**src/hw/rtl/chse_pkg.sv**
```systemverilog
// chse_pkg: shared widths, constants and types of the header symbol encoder
// no dependencies; compiled before every other file of the block
`timescale 1ns / 1ps
`default_nettype none

package chse_pkg;

    // configuration register
    localparam int SF_W       = 4;
    localparam int SF_RESET   = 7;
    localparam int MIN_SF     = 5;
    localparam int MAX_SF_DEF = 12;

    // request fields
    localparam int LEN_W  = 8;
    localparam int CR_W   = 3;
    localparam int CR_MIN = 1;
    localparam int CR_MAX = 4;

    // result fields
    localparam int SYM_W       = 12;
    localparam int IDX_W       = 3;
    localparam int HDR_SYMBOLS = 8;
    localparam logic [IDX_W-1:0] LAST_IDX = IDX_W'(HDR_SYMBOLS - 1);

    // coding
    localparam int NIB_W   = 4;
    localparam int NIBBLES = 5;
    localparam int CW_BITS = 8;
    localparam int CHK_W   = 5;

    // side info that travels with one interleaved column
    typedef struct packed {
        logic [IDX_W-1:0] idx;
        logic             last;
        logic             bad;
    } col_info_t;

endpackage

`default_nettype wire

```
**src/hw/rtl/chse_req_if.sv**
```systemverilog
// chse_req_if: request channel (payload length, crc flag, coding rate)
// depends on chse_pkg for the field widths
`timescale 1ns / 1ps
`default_nettype none

interface chse_req_if;
    logic                           valid;
    logic                           ready;
    logic [chse_pkg::LEN_W-1:0]     payload_length;
    logic                           crc_present;
    logic [chse_pkg::CR_W-1:0]      coding_rate;

    modport source (output valid, output payload_length, output crc_present,
                    output coding_rate, input ready);
    modport sink   (input valid, input payload_length, input crc_present,
                    input coding_rate, output ready);
endinterface

`default_nettype wire

```
**src/hw/rtl/chse_sym_if.sv**
```systemverilog
// chse_sym_if: symbol result channel (symbol, index, last, bad_params)
// depends on chse_pkg for the field widths
`timescale 1ns / 1ps
`default_nettype none

interface chse_sym_if;
    logic                           valid;
    logic                           ready;
    logic [chse_pkg::SYM_W-1:0]     symbol;
    logic [chse_pkg::IDX_W-1:0]     symbol_index;
    logic                           last;
    logic                           bad_params;

    modport source (output valid, output symbol, output symbol_index,
                    output last, output bad_params, input ready);
    modport sink   (input valid, input symbol, input symbol_index,
                    input last, input bad_params, output ready);
endinterface

`default_nettype wire

```
**src/hw/rtl/chse_encode.sv**
```systemverilog
// chse_encode: checksum and hamming stage, column sequencer and interleave stage
// depends on chse_pkg and chse_req_if
`timescale 1ns / 1ps
`default_nettype none

module chse_encode #(
    parameter int  MAX_SF = chse_pkg::MAX_SF_DEF,
    localparam int WordW  = MAX_SF - 2,
    localparam int NumR   = MAX_SF - 4,
    localparam int RselW  = $clog2(NumR)
) (
    input  wire logic                   clk,
    input  wire logic                   rst_n,
    chse_req_if.sink                    req,
    input  wire logic [RselW-1:0]       rsel,
    input  wire logic                   down_ready,
    output logic                        col_valid,
    output logic [WordW-1:0]            col_word,
    output chse_pkg::col_info_t         col_info
);

    localparam logic [11:0] CHK_ROWS [chse_pkg::CHK_W] =
        '{12'hF00, 12'h8E8, 12'h495, 12'h25B, 12'h12F};

    function automatic logic [chse_pkg::CHK_W-1:0] header_checksum(
        input logic [chse_pkg::LEN_W-1:0] len,
        input logic                       crc,
        input logic [chse_pkg::CR_W-1:0]  cr
    );
        logic [11:0]                   h;
        logic [chse_pkg::CHK_W-1:0]    c;
        h = {len, crc, cr};
        for (int r = 0; r < chse_pkg::CHK_W; r++)
        begin
            c[chse_pkg::CHK_W-1-r] = ^(h & CHK_ROWS[r]);
        end
        return c;
    endfunction

    // data bits reversed into the top nibble, parity below
    function automatic logic [chse_pkg::CW_BITS-1:0] hamming84(
        input logic [chse_pkg::NIB_W-1:0] d
    );
        logic b7, b6, b5, b4, b3, b2, b1, b0;
        b7 = d[0];
        b6 = d[1];
        b5 = d[2];
        b4 = d[3];
        b3 = b7 ^ b6 ^ b5;
        b2 = b6 ^ b5 ^ b4;
        b1 = b7 ^ b6 ^ b4;
        b0 = b7 ^ b6 ^ b5 ^ b4 ^ b3 ^ b2 ^ b1;
        return {b7, b6, b5, b4, b3, b2, b1, b0};
    endfunction

    // stage 1: codewords of one request, walked column by column
    logic                           s1_valid_reg, s1_valid_next;
    logic                           s1_bad_reg;
    logic [chse_pkg::IDX_W-1:0]     col_reg, col_next;
    logic [chse_pkg::CW_BITS-1:0]   cw_reg [chse_pkg::NIBBLES];
    logic [chse_pkg::CW_BITS-1:0]   cw_in  [chse_pkg::NIBBLES];
    logic [chse_pkg::NIB_W-1:0]     nib    [chse_pkg::NIBBLES];
    logic [chse_pkg::CHK_W-1:0]     chk;
    logic                           bad_in;

    // stage 2: one interleaved column word
    logic                           s2_valid_reg, s2_valid_next;
    logic [WordW-1:0]               word_reg, word_next;
    chse_pkg::col_info_t            info_reg, info_next;

    logic s2_ready;
    logic s1_move;
    logic s1_done;
    logic accept;

    assign s2_ready  = !s2_valid_reg || down_ready;
    assign s1_move   = s1_valid_reg && s2_ready;
    assign s1_done   = s1_bad_reg || (col_reg == chse_pkg::LAST_IDX);
    assign req.ready = !s1_valid_reg || (s2_ready && s1_done);
    assign accept    = req.valid && req.ready;

    assign bad_in = (req.coding_rate < chse_pkg::CR_W'(chse_pkg::CR_MIN))
                 || (req.coding_rate > chse_pkg::CR_W'(chse_pkg::CR_MAX));

    always_comb
    begin
        chk    = header_checksum(req.payload_length, req.crc_present, req.coding_rate);
        nib[0] = req.payload_length[7:4];
        nib[1] = req.payload_length[3:0];
        nib[2] = {req.coding_rate, req.crc_present};
        nib[3] = {3'b000, chk[4]};
        nib[4] = chk[3:0];
        for (int i = 0; i < chse_pkg::NIBBLES; i++)
        begin
            cw_in[i] = hamming84(nib[i]);
        end
    end

    always_comb
    begin
        s1_valid_next = s1_valid_reg;
        col_next      = col_reg;
        if (s1_move)
        begin
            if (s1_done)
            begin
                s1_valid_next = 1'b0;
                col_next      = '0;
            end
            else
            begin
                col_next = col_reg + 1'b1;
            end
        end
        if (accept)
        begin
            s1_valid_next = 1'b1;
        end
    end

    always_ff @(posedge clk or negedge rst_n)
    begin
        if (!rst_n)
        begin
            s1_valid_reg <= 1'b0;
            col_reg      <= '0;
        end
        else
        begin
            s1_valid_reg <= s1_valid_next;
            col_reg      <= col_next;
        end
    end

    always_ff @(posedge clk)
    begin
        if (accept)
        begin
            cw_reg     <= cw_in;
            s1_bad_reg <= bad_in;
        end
    end

    // every (rows, column) pair is a fixed wiring of codeword bits;
    // word bit gb of column gc comes from row (gc + gb) mod rows
    wire [WordW-1:0] cand [NumR][chse_pkg::HDR_SYMBOLS];

    for (genvar gr = 0; gr < NumR; gr++)
    begin : g_rows
        localparam int R = gr + 3;
        for (genvar gc = 0; gc < chse_pkg::HDR_SYMBOLS; gc++)
        begin : g_col
            for (genvar gb = 0; gb < WordW; gb++)
            begin : g_bit
                localparam int Row = (gc + gb) % R;
                if (gb < R && Row < chse_pkg::NIBBLES)
                begin : g_cw
                    assign cand[gr][gc][gb] = cw_reg[Row][chse_pkg::CW_BITS-1-gc];
                end
                else
                begin : g_zero
                    assign cand[gr][gc][gb] = 1'b0;
                end
            end
        end
    end

    always_comb
    begin
        word_next      = cand[rsel][col_reg];
        info_next.idx  = col_reg;
        info_next.last = s1_done;
        info_next.bad  = s1_bad_reg;
    end

    always_comb
    begin
        if (s1_move)
        begin
            s2_valid_next = 1'b1;
        end
        else if (down_ready)
        begin
            s2_valid_next = 1'b0;
        end
        else
        begin
            s2_valid_next = s2_valid_reg;
        end
    end

    always_ff @(posedge clk or negedge rst_n)
    begin
        if (!rst_n)
        begin
            s2_valid_reg <= 1'b0;
        end
        else
        begin
            s2_valid_reg <= s2_valid_next;
        end
    end

    always_ff @(posedge clk)
    begin
        if (s1_move)
        begin
            word_reg <= word_next;
            info_reg <= info_next;
        end
    end

    assign col_valid = s2_valid_reg;
    assign col_word  = word_reg;
    assign col_info  = info_reg;

endmodule

`default_nettype wire

```
**src/hw/rtl/chirp_header_symbol_encoder_top.sv**
```systemverilog
// Explicit-header symbol encoder for a chirp modem.
// One beat on req (payload_length, crc_present, coding_rate) turns into eight
// beats on sym, symbol_index 0..7, last on index 7. A coding rate outside 1..4
// gives a single beat instead: symbol 0, index 0, last and bad_params set.
// spreading_factor is written through cfg_we/cfg_data; the user must write it
// only while the block is idle; the block itself does not enforce this. Values below
// 5 act as 5 and values above MAX_SF act as MAX_SF. Pipeline: checksum and
// hamming register, interleave register, symbol output register. After the
// first symbol of a request shows on sym, the rest follow one symbol per
// cycle while sym.ready stays high.
// The column sequencer walks the held codewords one column per cycle while the
// interleave stage is not stalled, and takes the next request in the cycle its
// last column moves on.
// Reset: spreading factor back to 7, all stages empty, nothing in flight.
// A stall on sym holds the output beat; the stages behind it fill and then
// req.ready drops, so no beat is lost or repeated.
// depends on chse_pkg, chse_req_if, chse_sym_if and chse_encode
`timescale 1ns / 1ps
`default_nettype none

module chirp_header_symbol_encoder_top #(
    parameter int MAX_SF = chse_pkg::MAX_SF_DEF
) (
    input  wire logic                       clk,
    input  wire logic                       rst_n,
    input  wire logic                       cfg_we,
    input  wire logic [chse_pkg::SF_W-1:0]  cfg_data,
    chse_req_if.sink                        req,
    chse_sym_if.source                      sym
);

    localparam int WordW = MAX_SF - 2;
    localparam int NumR  = MAX_SF - 4;
    localparam int RselW = $clog2(NumR);
    localparam int SfW   = chse_pkg::SF_W;
    localparam int SymW  = chse_pkg::SYM_W;

    logic [SfW-1:0]     sf_reg;
    logic [SfW-1:0]     sf_eff;
    logic [RselW-1:0]   rsel;

    always_ff @(posedge clk or negedge rst_n)
    begin
        if (!rst_n)
        begin
            sf_reg <= SfW'(chse_pkg::SF_RESET);
        end
        else if (cfg_we)
        begin
            sf_reg <= cfg_data;
        end
    end

    always_comb
    begin
        priority if (sf_reg < SfW'(chse_pkg::MIN_SF))
        begin
            sf_eff = SfW'(chse_pkg::MIN_SF);
        end
        else if (sf_reg > SfW'(MAX_SF))
        begin
            sf_eff = SfW'(MAX_SF);
        end
        else
        begin
            sf_eff = sf_reg;
        end
        rsel = RselW'(sf_eff - SfW'(chse_pkg::MIN_SF));
    end

    logic                   col_valid;
    logic [WordW-1:0]       col_word;
    chse_pkg::col_info_t    col_info;
    logic                   down_ready;

    chse_encode #(
        .MAX_SF (MAX_SF)
    ) u_encode (
        .clk        (clk),
        .rst_n      (rst_n),
        .req        (req),
        .rsel       (rsel),
        .down_ready (down_ready),
        .col_valid  (col_valid),
        .col_word   (col_word),
        .col_info   (col_info)
    );

    // output stage: gray decode, shift left by two, plus one
    logic                       out_valid_reg, out_valid_next;
    logic [SymW-1:0]            symbol_reg, symbol_next;
    logic [chse_pkg::IDX_W-1:0] idx_reg;
    logic                       last_reg;
    logic                       bad_reg;
    logic [WordW-1:0]           bin;
    logic                       load;

    assign down_ready = !out_valid_reg || sym.ready;
    assign load       = col_valid && down_ready;

    always_comb
    begin
        for (int i = 0; i < WordW; i++)
        begin
            bin[i] = ^(col_word >> i);
        end
        // low bits of the shifted word are zero, so the increment never carries
        symbol_next = col_info.bad ? '0 : SymW'({bin, 2'b01});
    end

    always_comb
    begin
        if (load)
        begin
            out_valid_next = 1'b1;
        end
        else if (sym.ready)
        begin
            out_valid_next = 1'b0;
        end
        else
        begin
            out_valid_next = out_valid_reg;
        end
    end

    always_ff @(posedge clk or negedge rst_n)
    begin
        if (!rst_n)
        begin
            out_valid_reg <= 1'b0;
        end
        else
        begin
            out_valid_reg <= out_valid_next;
        end
    end

    always_ff @(posedge clk)
    begin
        if (load)
        begin
            symbol_reg <= symbol_next;
            idx_reg    <= col_info.idx;
            last_reg   <= col_info.last;
            bad_reg    <= col_info.bad;
        end
    end

    assign sym.valid        = out_valid_reg;
    assign sym.symbol       = symbol_reg;
    assign sym.symbol_index = idx_reg;
    assign sym.last         = last_reg;
    assign sym.bad_params   = bad_reg;

endmodule

`default_nettype wire

```
**src/flat_wrapper.sv**
```systemverilog
// flat-port wrapper written by rule: the top's interface ports become plain ports
module chirp_header_symbol_encoder_top_flat 
#(
    parameter int MAX_SF = chse_pkg::MAX_SF_DEF
)
  (clk, rst_n, cfg_we, cfg_data, req_valid, req_payload_length, req_crc_present, req_coding_rate, req_ready, sym_valid, sym_symbol, sym_symbol_index, sym_last, sym_bad_params, sym_ready);
  chse_req_if req_i ();
  chse_sym_if sym_i ();
  input  wire logic clk;
  input  wire logic rst_n;
  input  wire logic cfg_we;
  input  wire logic [chse_pkg::SF_W-1:0] cfg_data;
  input wire logic [$bits(req_i.valid)-1:0] req_valid;
  input wire logic [$bits(req_i.payload_length)-1:0] req_payload_length;
  input wire logic [$bits(req_i.crc_present)-1:0] req_crc_present;
  input wire logic [$bits(req_i.coding_rate)-1:0] req_coding_rate;
  output wire logic [$bits(req_i.ready)-1:0] req_ready;
  output wire logic [$bits(sym_i.valid)-1:0] sym_valid;
  output wire logic [$bits(sym_i.symbol)-1:0] sym_symbol;
  output wire logic [$bits(sym_i.symbol_index)-1:0] sym_symbol_index;
  output wire logic [$bits(sym_i.last)-1:0] sym_last;
  output wire logic [$bits(sym_i.bad_params)-1:0] sym_bad_params;
  input wire logic [$bits(sym_i.ready)-1:0] sym_ready;
  assign req_i.valid = req_valid;
  assign req_i.payload_length = req_payload_length;
  assign req_i.crc_present = req_crc_present;
  assign req_i.coding_rate = req_coding_rate;
  assign req_ready = req_i.ready;
  assign sym_valid = sym_i.valid;
  assign sym_symbol = sym_i.symbol;
  assign sym_symbol_index = sym_i.symbol_index;
  assign sym_last = sym_i.last;
  assign sym_bad_params = sym_i.bad_params;
  assign sym_i.ready = sym_ready;
  chirp_header_symbol_encoder_top #(.MAX_SF(MAX_SF)) u_core (.clk(clk), .rst_n(rst_n), .cfg_we(cfg_we), .cfg_data(cfg_data), .req(req_i), .sym(sym_i));
endmodule
```
**config.mk**
```make
export PLATFORM = sky130hd
export DESIGN_NAME = chirp_header_symbol_encoder_top_flat
export DESIGN_NICKNAME = d
export VERILOG_FILES = /design/src/hw/rtl/chse_pkg.sv /design/src/hw/rtl/chse_req_if.sv /design/src/hw/rtl/chse_sym_if.sv /design/src/hw/rtl/chse_encode.sv /design/src/hw/rtl/chirp_header_symbol_encoder_top.sv /design/src/flat_wrapper.sv
export SDC_FILE = /design/constraint.sdc
export NUM_CORES = 1
export LEC_CHECK = 0
export ABC_CLOCK_PERIOD_IN_PS = 3300
export BUFFER_PORTS_ARGS = -buffer_cell sky130_fd_sc_hd__buf_2
export CAP_MARGIN = 40
export CORE_ASPECT_RATIO = 1.4
export CORE_MARGIN = 8
export CORE_UTILIZATION = 54
export DETAILED_ROUTE_END_ITERATION = 7
export PLACE_DENSITY = 0.76
export SETUP_SLACK_MARGIN = 0.15
export SYNTH_ARGS = -nofsm -noshare
export SYNTH_HDL_FRONTEND = slang
export SYNTH_SLANG_ARGS = --single-unit
```
**constraint.sdc**
```tcl
create_clock -name clk -period 3.3 [get_ports clk]
set_input_delay 0.165 -clock clk [delete_from_list [all_inputs] [get_ports clk]]
set_output_delay 0.165 -clock clk [all_outputs]
set_load 0.1 [all_outputs]
```
==> results by group <==
Final layout
  • Final std cells w/o fill: 593
  • Synthesis-to-layout area growth: 15.0%
  • Final Instance Area: 5350 um^2
  • Diodes inserted: 0
  • Max FFs per register: 33
  • Commonest non-fill, non-tap cell in the layout: edfxtp_1
  • Layout cell share with drive strength beyond 1: 21.1%
  • Most frequent cells in the layout: edfxtp_1, nand2_1, buf_2
  • Nets: 508

Synth
  • Top_reg_cell synth: edfxtp_1
  • Flops & latches, synth: 75
  • Syn nets: 468
  • Register area share after synthesis: 47.4%
  • Cell Area, Synth: ~4700 um^2
  • Post-synth EDFFs: 65
  • FFs w/ async S/R, synth: 13.3%
  • Netlist cell types: 65
  • Ys Warns: 0
  • Post-Synthesis Cells: 443
  • Avg Cell Area, Syn: between 10 and 15 um^2

Detailed routing
  • Drt pass-1 iters: 5
  • Final ANT Viol Nets: 0
  • Drt wl/cell: 21.9 um
  • Vias/cell: about 6.4
  • Final WL: 13.0 mm
  • Residual DRC count: 0
  • Initial detailed-routing violation count: 415
  • Via count: 3810

Floorplanning
  • Width of the die: roughly 94 um
  • Core outline area: 8460 um^2
  • Die area: 11900 um^2
  • Site Rows: 40
  • Initial Utilization: 55.0%
  • Die height: around 130 um
  • I/O Pins: 40

Clocking
  • # clock sinks: 75
  • Root Driver: clkbuf_16
  • CTS H-tree lvls: 3
  • Longest Clk Path Bufs: 2
  • Later-pin clock latency in the skew report: roughly 0.34 ns
  • Reg clk slew, reported paths: roughly 0.06 ns
  • CTS tree: yes
  • Cts bufs inserted: 9

Worst hold path
  • Hold Path Depth: 2
  • Min-delay src: req_valid
  • Endpoint, Worst Hold: u_core.u_encode.s1_valid_reg
  • Hold crit path type: primary input to flop

STA
  • Fin worst setup slack: roughly 0.32 ns
  • Rel. slew slack: 49.4%
  • Hold Fails Final Rpt: 0
  • Slew Limit Fails: 0
  • Clock Skews: 0.00888 ns
  • Worst-margin pin slew: 0.758 ns
  • Final worst path period share: 90.2%
  • Period minus WS final: 2.98 ns
  • Peak Freq: 336 MHz
  • Setup violators final: 0
  • RSZ-0062 raised after global routing: true
  • Fin Setup TNS: 0 ns

Setup path
  • Nature of the critical path endpoint: flop
  • Critical path peak fanout: 7
  • FF-to-FF Start: u_core.sf_reg[2]
  • R2R Setup Slk: 0.32 ns
  • WP data required: 3.37 ns
  • Startpoint Class: flop
  • Reg2reg end: u_core.u_encode.col_word[1]
  • Worst reg-to-reg path cell count: 8
  • Worst Path Arrival: 3.04 ns
  • Critical path class: flop to flop

GRT
  • Initial antenna violation count: 0
  • Met2 layer usage reported by global route: 38.0%
  • First-pass GRT wire length: 20.1 mm
  • Overall routing resource usage: 22.4%
  • Met1 usage: 25.5%
  • Gr busiest metal: met2
  • Largest net degree at the start of global routing: 38
  • GR Util met3: 3.15%
  • Vias in the first global route: 3694
  • GRT overflow: 0

Power and ir drop
  • Max IR drop VDD: 0.445 mV
  • Pwr Density: between 800 and 900 nW/um^2
  • Static Leak: 2.02 nW

Placed design
  • Placed Instance Area: 4980 um^2
  • Pre-CTS WS: 0.274 ns
  • HPWL Detailed: around 9.5 mm
  • Buffers on Ports: 38
  • RePlAce Congestion: 1.01
  • Placed Instances: roughly 570

Run
  • Max Cap Viol: 0

Outcome
  • Status: finished, final reports clean
## synthesized netlist by cell type (3+ instances only)
cell       count  area, um^2
nor4_1         3        18.8
xor2_1         8        70.1
nand3_1       16        80.1
o2111ai_1      3        26.3
nand2b_1       4        25.0
buf_4          4        30.0
nand2_1       40         150
inv_1         13        48.8
a2111oi_0      3        26.3
a211oi_1       9        67.6
and2_1         6        37.5
dfstp_2        3        78.8
a31oi_1       10        62.6
nor2b_1        3        18.8
o311ai_0       3        26.3
o211ai_1       5        37.5
mux2_2         9         101
o21ai_1        3        15.0
o311a_1        3        30.0
dfrtp_1        7         175
clkinv_1       3        11.3
mux2i_1       16         160
xnor2_1       36         315
a21oi_1       18        90.1
buf_2          3        15.0
clkbuf_1      23        86.3
edfxtp_1      65        1950
o21ai_0       16        80.1
nor3_1        15        75.1
nor2_1        35         131
and3_1         3        18.8
nand4_1        4        25.0
a41oi_1        3        26.3
ha_1           4        50.1
mux4_2         3        67.6
## layer usage
| metal | wire length (um) | share of wire, % |
|---|---|---|
| met5 | 0 | 0 |
| met2 | 6840 | 53 |
| met3 | 821 | 6.3 |
| met4 | 575 | 4.4 |
| met1 | 4770 | 37 |
## metrics by stage
stage / utilization, % / hold WS, ns / power (mW)
2_1_floorplan: - / -0.131 / 2.82
3_3_place_gp: 58.9 / 0.0337 / 3.27
3_5_place_dp: 58.9 / 0.0345 / 3.29
4_1_cts: 62.7 / 0.0220 / 4.28
5_1_grt: 63.3 / 0.0434 / 4.51
6_report: 63.3 / 0.0304 / 4.32
## critical path: stages (launching register included)
cell and delay (ns):
dfstp_2 0.58, and2b_4 0.24, o21ai_0 0.21, ha_2 0.37, nand2_1 0.31, mux2_2 0.37
mux4_2 0.47, nor2_1 0.10, a31oi_1 0.05
## repair_timing
action	in CTS	in global routing
buffers inserted	0	4
hold endpoints to repair	10	0
hold buffers	1	0
setup endpoints to repair	0	4
resized for setup	0	5
## report_power, final
| part | switching [mW] | total, mW | internal (mW) |
|---|---|---|---|
| combinational | 1.33 | 1.95 | 0.623 |
| clock | 0.370 | 0.989 | 0.619 |
| sequential | 0.105 | 1.38 | 1.28 |
## layout make-up
type | count | area [um^2]
Clock buffer | 13 | 293
Clock inverter | 3 | 16.3
Fill cell | 693 | 3110
Inverter | 18 | 70.1
Multi-Input combinational cell | 319 | 2260
Sequential cell | 75 | 2210
Tap cell | 105 | 131
Timing Repair Buffer | 60 | 378
## cells by family after synthesis
kind of cell    after synthesis  share of synthesized area [%]
compound gates              102                           15.7
xor+xnor                     49                           10.5
fa+ha+maj                     4                           1.08
buf+inv                      49                           4.41
flops                        75                           47.4
mux                          29                           7.39
other cells                   1                         0.0806
simple gates                134                           13.4
## worst max-delay path by stage
| stage | startpoint | to | depth (start not counted) |
|---|---|---|---|
| 2_1_floorplan | u_core.sf_reg[1] | u_core.u_encode.col_word[1] | 12 |
| 3_3_place_gp | u_core.sf_reg[2] | u_core.u_encode.col_word[3] | 10 |
| 3_5_place_dp | u_core.sf_reg[2] | u_core.u_encode.col_word[3] | 10 |
| 4_1_cts | u_core.sf_reg[2] | u_core.u_encode.col_word[4] | 9 |
| 5_1_grt | u_core.sf_reg[2] | u_core.u_encode.col_word[3] | 10 |
| 6_report | u_core.sf_reg[2] | u_core.u_encode.col_word[1] | 8 |
No activity file was read; power rests on OpenSTA's default activity.
